File: config.mk
export PLATFORM = sky130hd
export DESIGN_NAME = sauce_trailer_parser
export DESIGN_NICKNAME = d
export VERILOG_FILES = /design/src/hdl/stp_pkg.sv /design/src/hdl/stp_text_tracker.sv /design/src/hdl/stp_result_build.sv /design/src/hdl/sauce_trailer_parser.sv
export SDC_FILE = /design/constraint.sdc
export NUM_CORES = 1
export LEC_CHECK = 0
export BUFFER_PORTS_ARGS = -buffer_cell sky130_fd_sc_hd__buf_2
export CORE_UTILIZATION = 25
export CTS_CLUSTER_DIAMETER = 120
export CTS_CLUSTER_SIZE = 24
export DETAILED_ROUTE_END_ITERATION = 16
export PLACE_DENSITY = 0.42
export REMOVE_ABC_BUFFERS = 1
export SETUP_SLACK_MARGIN = 0.02
export SLEW_MARGIN = 20
export SYNTH_ARGS = -nofsm -noshare
export SYNTH_HDL_FRONTEND = slang
export SYNTH_SLANG_ARGS = --single-unit
File: constraint.sdc
create_clock -name aclk -period 5.2 [get_ports aclk]
set_input_delay 0.78 -clock aclk [delete_from_list [all_inputs] [get_ports aclk]]
set_output_delay 0.78 -clock aclk [all_outputs]
set_load 0.05 [all_outputs]
File: src/hdl/stp_pkg.sv
// Shared types and constants for the SAUCE trailer parser.
// No dependencies; imported by every module of the block.
package stp_pkg;

    // Record window geometry and byte positions inside the window.
    localparam logic [7:0] WINDOW_LEN   = 8'd128;
    localparam logic [6:0] POS_DATATYPE = 7'd94;
    localparam logic [6:0] POS_FILETYPE = 7'd95;
    localparam logic [6:0] POS_TINFO1   = 7'd96;
    localparam logic [6:0] POS_FLAGS    = 7'd105;
    localparam logic [6:0] TEXT_START   = 7'd106;

    // Depth of the kept-character history used for keyword matching.
    localparam int TXT_WIN_DEPTH = 7;
    localparam int NUM_KEYWORDS  = 10;

    // Keyword bit positions in keyword_seen.
    localparam int KW_VGA      = 0;
    localparam int KW_EGA      = 1;
    localparam int KW_VGA50    = 2;
    localparam int KW_EGA43    = 3;
    localparam int KW_TOPAZ    = 4;
    localparam int KW_KNIGHT   = 5;
    localparam int KW_MOSOUL   = 6;
    localparam int KW_NOODLE   = 7;
    localparam int KW_TERMINUS = 8;
    localparam int KW_SPLEEN   = 9;

    // Result status codes.
    localparam logic [2:0] ST_TOO_SMALL    = 3'd0;
    localparam logic [2:0] ST_NO_HEADER    = 3'd1;
    localparam logic [2:0] ST_BAD_FILETYPE = 3'd2;
    localparam logic [2:0] ST_BAD_DATATYPE = 3'd3;
    localparam logic [2:0] ST_IGNORED      = 3'd4;
    localparam logic [2:0] ST_USED         = 3'd5;
    localparam logic [2:0] ST_USED_UNKNOWN = 3'd6;

    // State of the font-name text tracker.
    typedef struct packed {
        logic                              text_ended;
        logic [15:0]                       digit_value;
        logic                              in_digits;
        logic                              ends_plus;
        logic [1:0]                        prefix_count;
        logic                              prefix_ok;
        logic [TXT_WIN_DEPTH-1:0][7:0]     char_window;
        logic [NUM_KEYWORDS-1:0]           keyword_seen;
    } txt_state_t;

    // Per-byte control for the text tracker.
    typedef struct packed {
        logic       step;
        logic       clear;
        logic [7:0] data;
    } txt_ctrl_t;

    // Fixed-position fields captured from the record.
    typedef struct packed {
        logic       window_full;
        logic       header_match;
        logic [7:0] record_type;
        logic [7:0] file_kind;
        logic [7:0] width_info;
        logic [7:0] flag_byte;
    } rec_fields_t;

    // One result transaction.
    typedef struct packed {
        logic [2:0] status;
        logic       has_record;
        logic       auto_columns;
        logic [8:0] column_count;
        logic       ice_colors;
        logic [1:0] letter_width_mode;
        logic [1:0] aspect_mode;
        logic [4:0] font_code;
    } res_t;

endpackage

File: src/hdl/stp_text_tracker.sv
// Font-name text tracker: canonicalizes the text and tracks prefix, keywords,
// the last digit run and a trailing plus sign. Depends on stp_pkg.
module stp_text_tracker
    import stp_pkg::*;
(
    input  logic       aclk,
    input  logic       aresetn,
    input  txt_ctrl_t  ctrl,
    output txt_state_t state_next
);

    // Keywords stored with the last character at byte 0.
    localparam logic [7:0][7:0] KW_REV [NUM_KEYWORDS] = '{
        64'("vga"), 64'("ega"), 64'("vga50"), 64'("ega43"), 64'("topaz"),
        64'("knight"), 64'("mosoul"), 64'("noodle"), 64'("terminus"), 64'("spleen")
    };
    localparam logic [3:0] KW_LEN [NUM_KEYWORDS] = '{
        4'd3, 4'd3, 4'd5, 4'd5, 4'd5, 4'd6, 4'd6, 4'd6, 4'd8, 4'd6
    };

    localparam txt_state_t TXT_RESET = '{
        text_ended:   1'b0,
        digit_value:  16'd0,
        in_digits:    1'b0,
        ends_plus:    1'b0,
        prefix_count: 2'd0,
        prefix_ok:    1'b1,
        char_window:  '0,
        keyword_seen: '0
    };

    function automatic logic [NUM_KEYWORDS-1:0] keyword_hits(
        input logic [7:0] c,
        input logic [TXT_WIN_DEPTH-1:0][7:0] win
    );
        logic [NUM_KEYWORDS-1:0] hits;
        hits = '0;
        for (int k = 0; k < NUM_KEYWORDS; k++) begin
            hits[k] = (c == KW_REV[k][0]);
            for (int j = 0; j < TXT_WIN_DEPTH; j++) begin
                if ((j + 1 < int'(KW_LEN[k])) && (win[j] != KW_REV[k][j+1])) begin
                    hits[k] = 1'b0;
                end
            end
        end
        return hits;
    endfunction

    function automatic logic [7:0] prefix_char(input logic [1:0] pos);
        logic [7:0] ch;
        unique case (pos)
            2'd0:    ch = "i";
            2'd1:    ch = "b";
            default: ch = "m";
        endcase
        return ch;
    endfunction

    txt_state_t state_reg;

    logic [7:0]  c;
    logic        is_upper;
    logic        is_lower;
    logic        is_digit;
    logic        keep;
    logic [7:0]  kept_char;
    logic [19:0] digit_base;
    logic [19:0] digit_prod;

    assign c        = ctrl.data;
    assign is_upper = (c >= "A") && (c <= "Z");
    assign is_lower = (c >= "a") && (c <= "z");
    assign is_digit = (c >= "0") && (c <= "9");
    assign keep     = is_upper || is_lower || is_digit;
    assign kept_char = is_upper ? (c | 8'h20) : c;

    // Multiply-by-ten accumulate; ASCII digits carry their value in the low nibble.
    assign digit_base = state_reg.in_digits ? {4'd0, state_reg.digit_value} : 20'd0;
    assign digit_prod = (digit_base << 3) + (digit_base << 1) + {16'd0, c[3:0]};

    always_comb begin
        state_next = state_reg;
        if (ctrl.step && !state_reg.text_ended) begin
            if (c == 8'd0) begin
                state_next.text_ended = 1'b1;
            end else begin
                state_next.ends_plus = (c == "+");
                state_next.in_digits = is_digit;
                if (is_digit) begin
                    state_next.digit_value = (digit_prod[19:16] != 4'd0) ? 16'hFFFF
                                                                         : digit_prod[15:0];
                end
                if (keep) begin
                    if (state_reg.prefix_count != 2'd3) begin
                        if (kept_char != prefix_char(state_reg.prefix_count)) begin
                            state_next.prefix_ok = 1'b0;
                        end
                        state_next.prefix_count = state_reg.prefix_count + 2'd1;
                    end
                    state_next.keyword_seen = state_reg.keyword_seen |
                                              keyword_hits(kept_char, state_reg.char_window);
                    state_next.char_window = {state_reg.char_window[TXT_WIN_DEPTH-2:0],
                                              kept_char};
                end
            end
        end
    end

    always_ff @(posedge aclk) begin
        if (!aresetn || ctrl.clear) begin
            state_reg <= TXT_RESET;
        end else if (ctrl.step) begin
            state_reg <= state_next;
        end
    end

endmodule

File: src/hdl/stp_result_build.sv
// Result builder: status decision, column settings, flag decoding and font pick.
// Purely combinational; depends on stp_pkg.
module stp_result_build
    import stp_pkg::*;
(
    input  rec_fields_t rec,
    input  txt_state_t  txt,
    input  logic        use_sauce,
    output res_t        res
);

    localparam int NUM_CODEPAGES = 13;
    localparam logic [15:0] CODEPAGE_NUM [NUM_CODEPAGES] = '{
        16'd737, 16'd775, 16'd850, 16'd852, 16'd855, 16'd857, 16'd860,
        16'd861, 16'd862, 16'd863, 16'd865, 16'd866, 16'd869
    };

    localparam logic [4:0] FONT_UNKNOWN        = 5'd0;
    localparam logic [4:0] FONT_TOPAZ          = 5'd1;
    localparam logic [4:0] FONT_TOPAZ_PLUS     = 5'd2;
    localparam logic [4:0] FONT_TOPAZ500       = 5'd3;
    localparam logic [4:0] FONT_TOPAZ500_PLUS  = 5'd4;
    localparam logic [4:0] FONT_MKNIGHT        = 5'd5;
    localparam logic [4:0] FONT_MKNIGHT_PLUS   = 5'd6;
    localparam logic [4:0] FONT_MOSOUL         = 5'd7;
    localparam logic [4:0] FONT_NOODLE         = 5'd8;
    localparam logic [4:0] FONT_TERMINUS       = 5'd9;
    localparam logic [4:0] FONT_SPLEEN         = 5'd10;
    localparam logic [4:0] FONT_CP437          = 5'd11;
    localparam logic [4:0] FONT_CP437_80X50    = 5'd12;
    localparam logic [4:0] FONT_CODEPAGE_FIRST = 5'd13;

    logic [2:0] base_status;
    logic [8:0] columns;
    logic       ibm_family;
    logic       cp_found;
    logic [4:0] cp_font;
    logic [4:0] font;
    logic [1:0] lw;
    logic [1:0] asp;

    always_comb begin
        columns = 9'd0;
        priority if (!rec.window_full) begin
            base_status = ST_TOO_SMALL;
        end else if (!rec.header_match) begin
            base_status = ST_NO_HEADER;
        end else if (rec.record_type == 8'd1) begin
            if (rec.file_kind <= 8'd2) begin
                base_status = ST_IGNORED;
                columns     = {1'b0, rec.width_info};
            end else begin
                base_status = ST_BAD_FILETYPE;
            end
        end else if (rec.record_type == 8'd5) begin
            base_status = ST_IGNORED;
            columns     = {rec.file_kind, 1'b0};
        end else begin
            base_status = ST_BAD_DATATYPE;
        end
    end

    always_comb begin
        cp_found = 1'b0;
        cp_font  = FONT_CP437;
        for (int i = NUM_CODEPAGES - 1; i >= 0; i--) begin
            if (txt.digit_value == CODEPAGE_NUM[i]) begin
                cp_found = 1'b1;
                cp_font  = FONT_CODEPAGE_FIRST + 5'(i);
            end
        end
    end

    assign ibm_family = ((txt.prefix_count == 2'd3) && txt.prefix_ok) ||
                        txt.keyword_seen[KW_VGA] || txt.keyword_seen[KW_EGA];

    always_comb begin
        priority if (ibm_family) begin
            if (txt.keyword_seen[KW_VGA50] || txt.keyword_seen[KW_EGA43]) begin
                font = FONT_CP437_80X50;
            end else begin
                font = cp_found ? cp_font : FONT_CP437;
            end
        end else if (txt.keyword_seen[KW_TOPAZ]) begin
            if (txt.digit_value == 16'd1) begin
                font = txt.ends_plus ? FONT_TOPAZ500_PLUS : FONT_TOPAZ500;
            end else begin
                font = txt.ends_plus ? FONT_TOPAZ_PLUS : FONT_TOPAZ;
            end
        end else if (txt.keyword_seen[KW_KNIGHT]) begin
            font = txt.ends_plus ? FONT_MKNIGHT_PLUS : FONT_MKNIGHT;
        end else if (txt.keyword_seen[KW_MOSOUL]) begin
            font = FONT_MOSOUL;
        end else if (txt.keyword_seen[KW_NOODLE]) begin
            font = FONT_NOODLE;
        end else if (txt.keyword_seen[KW_TERMINUS]) begin
            font = FONT_TERMINUS;
        end else if (txt.keyword_seen[KW_SPLEEN]) begin
            font = FONT_SPLEEN;
        end else begin
            font = FONT_UNKNOWN;
        end
    end

    assign lw  = rec.flag_byte[2:1];
    assign asp = rec.flag_byte[4:3];

    always_comb begin
        res = '0;
        if ((base_status == ST_IGNORED) && use_sauce) begin
            res.status            = (font != FONT_UNKNOWN) ? ST_USED : ST_USED_UNKNOWN;
            res.auto_columns      = (columns == 9'd0);
            res.column_count      = columns;
            res.ice_colors        = rec.flag_byte[0];
            res.letter_width_mode = ((lw == 2'd1) || (lw == 2'd2)) ? lw : 2'd0;
            res.aspect_mode       = ((asp == 2'd1) || (asp == 2'd2)) ? asp : 2'd0;
            res.font_code         = font;
        end else begin
            res.status = base_status;
        end
        res.has_record = (res.status >= ST_IGNORED);
    end

endmodule

File: src/hdl/sauce_trailer_parser.sv
// Top level of the SAUCE trailer parser: input register, record field capture,
// output register. Depends on stp_pkg, stp_text_tracker and stp_result_build.
//
// Usage:
//   Feed the final 128 bytes of a text-art file (or the whole file if it is
//   shorter) on the s_ channel, one byte per transaction, with s_last set on
//   the final byte of the file. Bytes past the 128th are ignored until the
//   one marked last, which always closes the file.
//   Exactly one result transaction leaves on the m_ channel per file, after
//   the byte marked last: status, column settings, flag decisions and font.
//   Throughput is one byte per cycle, but a last byte holds while an earlier
//   result still waits (see below). Each accepted byte sits in the input register,
//   and its update of the parser state is done in one pass of logic; the
//   result for a last byte is loaded into the output register as that byte
//   leaves the input register, and m_valid rises with it.
//   While a result waits on m_ready, non-last bytes keep flowing; only a
//   further last byte holds in the input register until the output frees.
//   cfg_wr_en/cfg_wr_data write use_sauce (reset 1) at any edge; write it
//   only while no file is in progress.
//   Reset (aresetn low, synchronous) clears all parser state, empties both
//   registers and sets use_sauce. After each result the parser state returns
//   to its reset value by itself, ready for the next file.
module sauce_trailer_parser
    import stp_pkg::*;
(
    input  logic       aclk,
    input  logic       aresetn,
    input  logic       s_valid,
    output logic       s_ready,
    input  logic [7:0] s_data_byte,
    input  logic       s_last,
    output logic       m_valid,
    input  logic       m_ready,
    output logic [2:0] m_status,
    output logic       m_has_record,
    output logic       m_auto_columns,
    output logic [8:0] m_column_count,
    output logic       m_ice_colors,
    output logic [1:0] m_letter_width_mode,
    output logic [1:0] m_aspect_mode,
    output logic [4:0] m_font_code,
    input  logic       cfg_wr_en,
    input  logic       cfg_wr_data
);

    // Expected signature character at a window position below five.
    function automatic logic [7:0] sig_char(input logic [2:0] pos);
        logic [7:0] ch;
        unique case (pos)
            3'd0:    ch = "S";
            3'd1:    ch = "A";
            3'd2:    ch = "U";
            3'd3:    ch = "C";
            default: ch = "E";
        endcase
        return ch;
    endfunction

    // Configuration.
    logic use_sauce_reg;

    // Input register.
    logic       in_valid_reg;
    logic [7:0] in_data_reg;
    logic       in_last_reg;

    // Record capture state.
    logic [7:0]  byte_count_reg;
    logic [7:0]  byte_count_next;
    rec_fields_t rec_reg;
    rec_fields_t rec_next;

    // Output register.
    logic m_valid_reg;
    res_t res_reg;
    res_t res_comb;

    logic       advance;
    logic       in_window;
    logic [6:0] idx;
    logic       text_active;
    txt_ctrl_t  txt_ctrl;
    txt_state_t txt_next;

    // The held byte moves on unless it is a last byte and the output is full.
    assign advance = in_valid_reg && (!in_last_reg || !m_valid_reg || m_ready);
    assign s_ready = !in_valid_reg || advance;

    assign in_window   = (byte_count_reg < WINDOW_LEN);
    assign idx         = byte_count_reg[6:0];
    assign text_active = in_window && (idx >= TEXT_START);

    always_ff @(posedge aclk) begin
        if (!aresetn) begin
            use_sauce_reg <= 1'b1;
        end else if (cfg_wr_en) begin
            use_sauce_reg <= cfg_wr_data;
        end
    end

    always_ff @(posedge aclk) begin
        if (!aresetn) begin
            in_valid_reg <= 1'b0;
        end else if (s_ready) begin
            in_valid_reg <= s_valid;
        end
    end

    always_ff @(posedge aclk) begin
        if (s_valid && s_ready) begin
            in_data_reg <= s_data_byte;
            in_last_reg <= s_last;
        end
    end

    // Byte count saturates at the window length; fixed fields are captured
    // at their positions.
    always_comb begin
        byte_count_next = byte_count_reg;
        rec_next        = rec_reg;
        if (in_window) begin
            byte_count_next = byte_count_reg + 8'd1;
            if ((idx < 7'd5) && (in_data_reg != sig_char(idx[2:0]))) begin
                rec_next.header_match = 1'b0;
            end
            if (idx == POS_DATATYPE) rec_next.record_type = in_data_reg;
            if (idx == POS_FILETYPE) rec_next.file_kind   = in_data_reg;
            if (idx == POS_TINFO1)   rec_next.width_info  = in_data_reg;
            if (idx == POS_FLAGS)    rec_next.flag_byte   = in_data_reg;
        end
        rec_next.window_full = (byte_count_next >= WINDOW_LEN);
    end

    always_ff @(posedge aclk) begin
        if (!aresetn || (advance && in_last_reg)) begin
            byte_count_reg       <= 8'd0;
            rec_reg.window_full  <= 1'b0;
            rec_reg.header_match <= 1'b1;
            rec_reg.record_type  <= 8'd0;
            rec_reg.file_kind    <= 8'd0;
            rec_reg.width_info   <= 8'd0;
            rec_reg.flag_byte    <= 8'd0;
        end else if (advance) begin
            byte_count_reg <= byte_count_next;
            rec_reg        <= rec_next;
        end
    end

    assign txt_ctrl.step  = advance && text_active;
    assign txt_ctrl.clear = advance && in_last_reg;
    assign txt_ctrl.data  = in_data_reg;

    stp_text_tracker u_text (
        .aclk       (aclk),
        .aresetn    (aresetn),
        .ctrl       (txt_ctrl),
        .state_next (txt_next)
    );

    // The result sees the state as updated by the last byte itself.
    stp_result_build u_result (
        .rec       (rec_next),
        .txt       (txt_next),
        .use_sauce (use_sauce_reg),
        .res       (res_comb)
    );

    always_ff @(posedge aclk) begin
        if (!aresetn) begin
            m_valid_reg <= 1'b0;
        end else if (advance && in_last_reg) begin
            m_valid_reg <= 1'b1;
        end else if (m_ready) begin
            m_valid_reg <= 1'b0;
        end
    end

    always_ff @(posedge aclk) begin
        if (advance && in_last_reg) begin
            res_reg <= res_comb;
        end
    end

    assign m_valid             = m_valid_reg;
    assign m_status            = res_reg.status;
    assign m_has_record        = res_reg.has_record;
    assign m_auto_columns      = res_reg.auto_columns;
    assign m_column_count      = res_reg.column_count;
    assign m_ice_colors        = res_reg.ice_colors;
    assign m_letter_width_mode = res_reg.letter_width_mode;
    assign m_aspect_mode       = res_reg.aspect_mode;
    assign m_font_code         = res_reg.font_code;

`ifndef NO_ASSERTIONS
    // A result is never overwritten while it still waits.
    a_no_overwrite: assert property (@(posedge aclk) disable iff (!aresetn)
        (m_valid_reg && !m_ready) |-> !(advance && in_last_reg))
        else $error("result register overwritten while stalled");

    // The byte counter never runs past the window length.
    a_count_bound: assert property (@(posedge aclk) disable iff (!aresetn)
        byte_count_reg <= WINDOW_LEN)
        else $error("byte counter beyond window");

    // Closing a file restarts the counter for the next one.
    a_count_restart: assert property (@(posedge aclk) disable iff (!aresetn)
        (advance && in_last_reg) |=> (byte_count_reg == 8'd0))
        else $error("byte counter not cleared after a result");

    // Results without an applied record carry no settings.
    a_unused_zero: assert property (@(posedge aclk) disable iff (!aresetn)
        (m_valid_reg && (res_reg.status < ST_USED)) |->
        ((res_reg.font_code == 5'd0) && (res_reg.column_count == 9'd0) &&
         !res_reg.auto_columns))
        else $error("settings present on a result that does not use the record");

    // Used status, font code and record flag agree.
    a_font_status: assert property (@(posedge aclk) disable iff (!aresetn)
        m_valid_reg |-> (((res_reg.status == ST_USED) == (res_reg.font_code != 5'd0)) &&
                         (res_reg.has_record == (res_reg.status >= ST_IGNORED))))
        else $error("status, record flag and font code disagree");
`endif

endmodule

==> load_flow_metrics.sql <==
INSERT INTO impl_metrics (metric_group, metric, value, unit) VALUES
('run_status', 'outcome', 'finished clean', ''),
('sta', 'setup_ws', '89.8', 'ps'),
('sta', 'timing_worst_slew_pin_value', '853', 'ps'),
('clock_tree', 'cts_tree', 'built', ''),
('finish', 'nets', '1275', ''),
('power', 'worst_ir_drop_vdd', '0.191', 'mV'),
('finish', 'insertedDiodeCount', '0', ''),
('clock_tree', 'cts_num_sinks', '161', ''),
('floorplanning', 'die_h', '193', 'µm'),
('global_routing', 'grt_antenna_before_repair', '0', ''),
('worst_hold_path', 'timing.hold.worst.class', 'reg2reg', ''),
('power', 'cell_leakage_power', '4.27', 'nW'),
('synthesis', 'synth_seq_area_share', '0.388', ''),
('detailed_routing', 'first_iteration_detailed_routing_drc_count', '617', ''),
('synthesis', 'mappedNetlistArea', '0.00914', 'mm²'),
('placement', 'portBuffers', '40', ''),
('clock_tree', 'clockBufferDepth', '2', ''),
('finish', 'areaGrowthSynthToFinish', '24.6', '%'),
('global_routing', 'grt_first_pass_wirelength', '46600', 'µm'),
('sta', 'grt_setup_unrepaired', 'true', ''),
('finish', 'fraction_of_layout_instances_using_a_drive_strength_above_1', '0.211', ''),
('setup_path', 'critical-path-max-stage-delay', '580', 'ps'),
('detailed_routing', 'routed_via_density', '4.99', ''),
('synthesis', 'synthesis.yosys.warnings', '0', ''),
('placement', 'dp_cells', '1660', ''),
('global_routing', 'number_of_global_route_vias_before_repair', '8095', ''),
('sta', 'max_freq', '0.196', 'GHz'),
('floorplanning', 'core.rowCount', '69', ''),
('run', 'timing.max_cap.violations', '0', ''),
('sta', 'pins_over_their_slew_limit', '0', ''),
('clock_tree', 'post_cts_hold_buffer_count', '0', ''),
('floorplanning', 'initial_utilization', '0.256', ''),
('synthesis', 'synthesis.instances', '1116', ''),
('setup_path', 'required_time_of_the_critical_path', '5360', 'ps'),
('power', 'power-per-cell-area', '241', 'mW/mm²'),
('setup_path', 'crit_chain', 'buf_6 -> and2_1 -> ha_1 -> ha_1 -> o21a_1 -> o21ai_2 -> a21oi_1 -> a2111oi_2 -> a311oi_1 -> buf_4 -> or4_4 -> o31ai_4 -> nand4_1 -> nor2_2 -> ha_1 -> mux2_2 -> and3_4 -> o21bai_1 -> or4_1', ''),
('synthesis', 'syn_avg_cell_area', '8.19', 'µm²'),
('floorplanning', 'pin_count', '41', ''),
('floorplanning', 'dieArea', '0.0373', 'mm²'),
('sta', 'fin_worst_skew', '15.4', 'ps'),
('clock_tree', 'clk_pin_slew_worst_paths', '70', 'ps'),
('placement', 'hpwlAfterDp', '21800', 'µm'),
('finish', 'finish.instance_area', '0.0114', 'mm²'),
('detailed_routing', 'drt_pass1_iterations', '7', ''),
('synthesis', 'synth_seq_cells', '161', ''),
('setup_path', 'crit_slowest_cell', 'sky130_fd_sc_hd__or4_4', ''),
('setup_path', 'timing.critical_path.arrival', '5270', 'ps'),
('clock_tree', 'tritoncts.num_buffers', '17', ''),
('detailed_routing', 'detail_route.wl_per_cell', '17.6', 'µm'),
('synthesis', 'netlist-cell-type-count', '87', ''),
('clock_tree', 'htree_num_levels', '4', ''),
('global_routing', 'grt.overflow.total', '0', ''),
('sta', 'finalCritPeriodShare', '0.983', ''),
('floorplanning', 'die_width', '193', 'µm'),
('sta', 'final.min_clock_period', '5110', 'ps'),
('synthesis', 'number_of_enable_type_register_cells_in_the_synthesized_netlist', '32', ''),
('synthesis', 'postSynth.asyncResetShare', '0', ''),
('sta', 'finalSetupViolations', '0', ''),
('synthesis', 'synth.most_common_cell', 'sky130_fd_sc_hd__nand2_1', ''),
('setup_path', 'crit_path_frequent_cell', 'sky130_fd_sc_hd__ha_1', ''),
('placement', 'gp_congestion', '0.844', ''),
('floorplanning', 'core_area', '0.0357', 'mm²'),
('finish', 'layout.core_utilization', '0.319', ''),
('placement', 'dpl_worst_slack', '-174', 'ps'),
('synthesis', 'synth_largest_area_cell', 'sky130_fd_sc_hd__dfxtp_1', ''),
('setup_path', 'setup.worst_path.start_class', 'flop', ''),
('finish', 'stdcell_count', '1696', ''),
('synthesis', 'synthTopCellsByCount', 'sky130_fd_sc_hd__nand2_1 (174), sky130_fd_sc_hd__dfxtp_1 (129), sky130_fd_sc_hd__nor2_1 (121)', ''),
('finish', 'largest_register_ff_count', '88', ''),
('sta', 'finalHoldViolations', '0', ''),
('sta', 'worst_slew_margin_rel', '0.429', '');
[cell type report]
type | count | area, µm² | area share
clock inverters | 13 | 149 | 0.0131
repair buffers | 154 | 1080 | 0.0948
well taps | 461 | 577 | 0.0507
multi-input cells | 860 | 5490 | 0.482
clock buffers | 19 | 443 | 0.0389
inverters | 28 | 105 | 0.00923
flip-flops and latches | 161 | 3540 | 0.311
[stage by stage]
stage	setup TNS, ps	total power, W	hold slack [ps]
after floorplan	-644	0.00141	431
after global placement	-177	0.00147	440
after detailed placement	-317	0.00147	444
after CTS	0	0.00277	453
after global routing	-139	0.00284	471
final	0	0.00274	451
[worst paths after layout]
path | start | endpoint | slack, ps | depth (start not counted)
hold / removal | u_text.state_reg[58] | u_text.state_reg[58] | 450 | 2
setup reg to reg | u_text.state_reg[70] | m_status[0] | 90 | 19
setup / recovery | u_text.state_reg[70] | m_status[0] | 90 | 19
hold reg to reg | u_text.state_reg[58] | u_text.state_reg[58] | 450 | 2
[metal layers]
layer | vias to the layer above | share of wire | global-route usage | wire [µm]
li1 | 4221 | - | - | -
met1 | 4033 | 0.51 | 0.244 | 15300
met2 | 184 | 0.43 | 0.239 | 12700
met3 | 25 | 0.046 | 0.0250 | 1360
met4 | 0 | 0.012 | 0.0379 | 372
met5 | - | 0 | 0 | 0
[report_power, final]
group	switching, W	internal (W)
Sequential	0.0000111	0.00128
Clock	0.000564	0.000733
Combinational	0.000111	0.0000367
Total	0.000686	0.00205
[critical path, delay by kind of cell, from the launching register on]
kind	cells	cell delay, ps
and+or+nand+nor	6	1740
AOI/OAI and AO/OA	7	1300
adders and majority gates	3	890
DFF	1	340
buffers and inverters	2	330
muxes	1	260
[kinds of logic after synthesis]
group / count (synthesis) / share of synthesized area
and+or+nand+nor: 505 / 0.276
adders and majority gates: 38 / 0.0529
xor gates and xnor gates: 24 / 0.0230
DFF: 161 / 0.388
buffers and inverters: 95 / 0.0416
muxes: 24 / 0.0274
AOI/OAI and AO/OA: 269 / 0.191
[what timing repair did]
item / 4_1_cts / 5_1_grt
pin swaps: 5 / 6
setup endpoints to repair: 2 / 3
gates resized for setup: 12 / 33
setup buffers: 0 / 4
[layout by cell type (no fill, tap or decap), drive strengths merged, types with 5 or more instances in the layout]
| cell | Yosys | final |
|---|---|---|
| nand2 | 175 | 175 |
| buf | 11 | 154 |
| dfxtp | 129 | 129 |
| nor2 | 121 | 121 |
| a21oi | 112 | 112 |
| ha | 37 | 37 |
| inv | 28 | 35 |
| and2 | 33 | 33 |
| edfxtp | 32 | 32 |
| o21ai | 31 | 31 |
| nand3 | 25 | 25 |
| nor3 | 19 | 19 |
| clkbuf | 56 | 19 |
| xnor2 | 18 | 18 |
| nor4 | 18 | 18 |
| mux2i | 16 | 16 |
| nand4 | 16 | 16 |
| o211ai | 16 | 16 |
| a21o | 16 | 16 |
| a211oi | 14 | 14 |
| nand2b | 12 | 12 |
| a31oi | 11 | 11 |
| nand3b | 10 | 10 |
| and3 | 10 | 10 |
| or3 | 10 | 10 |
| or2 | 9 | 9 |
| or4 | 9 | 9 |
| o21a | 8 | 8 |
| mux2 | 8 | 8 |
| o22ai | 7 | 7 |
| o21bai | 6 | 6 |
| xor2 | 6 | 6 |
| nand4b | 6 | 6 |
| nor4b | 6 | 6 |
| nor3b | 6 | 6 |
| a41oi | 5 | 5 |
| nor2b | 5 | 5 |
| o31ai | 5 | 5 |
No activity file was read; power rests on OpenSTA's default activity.
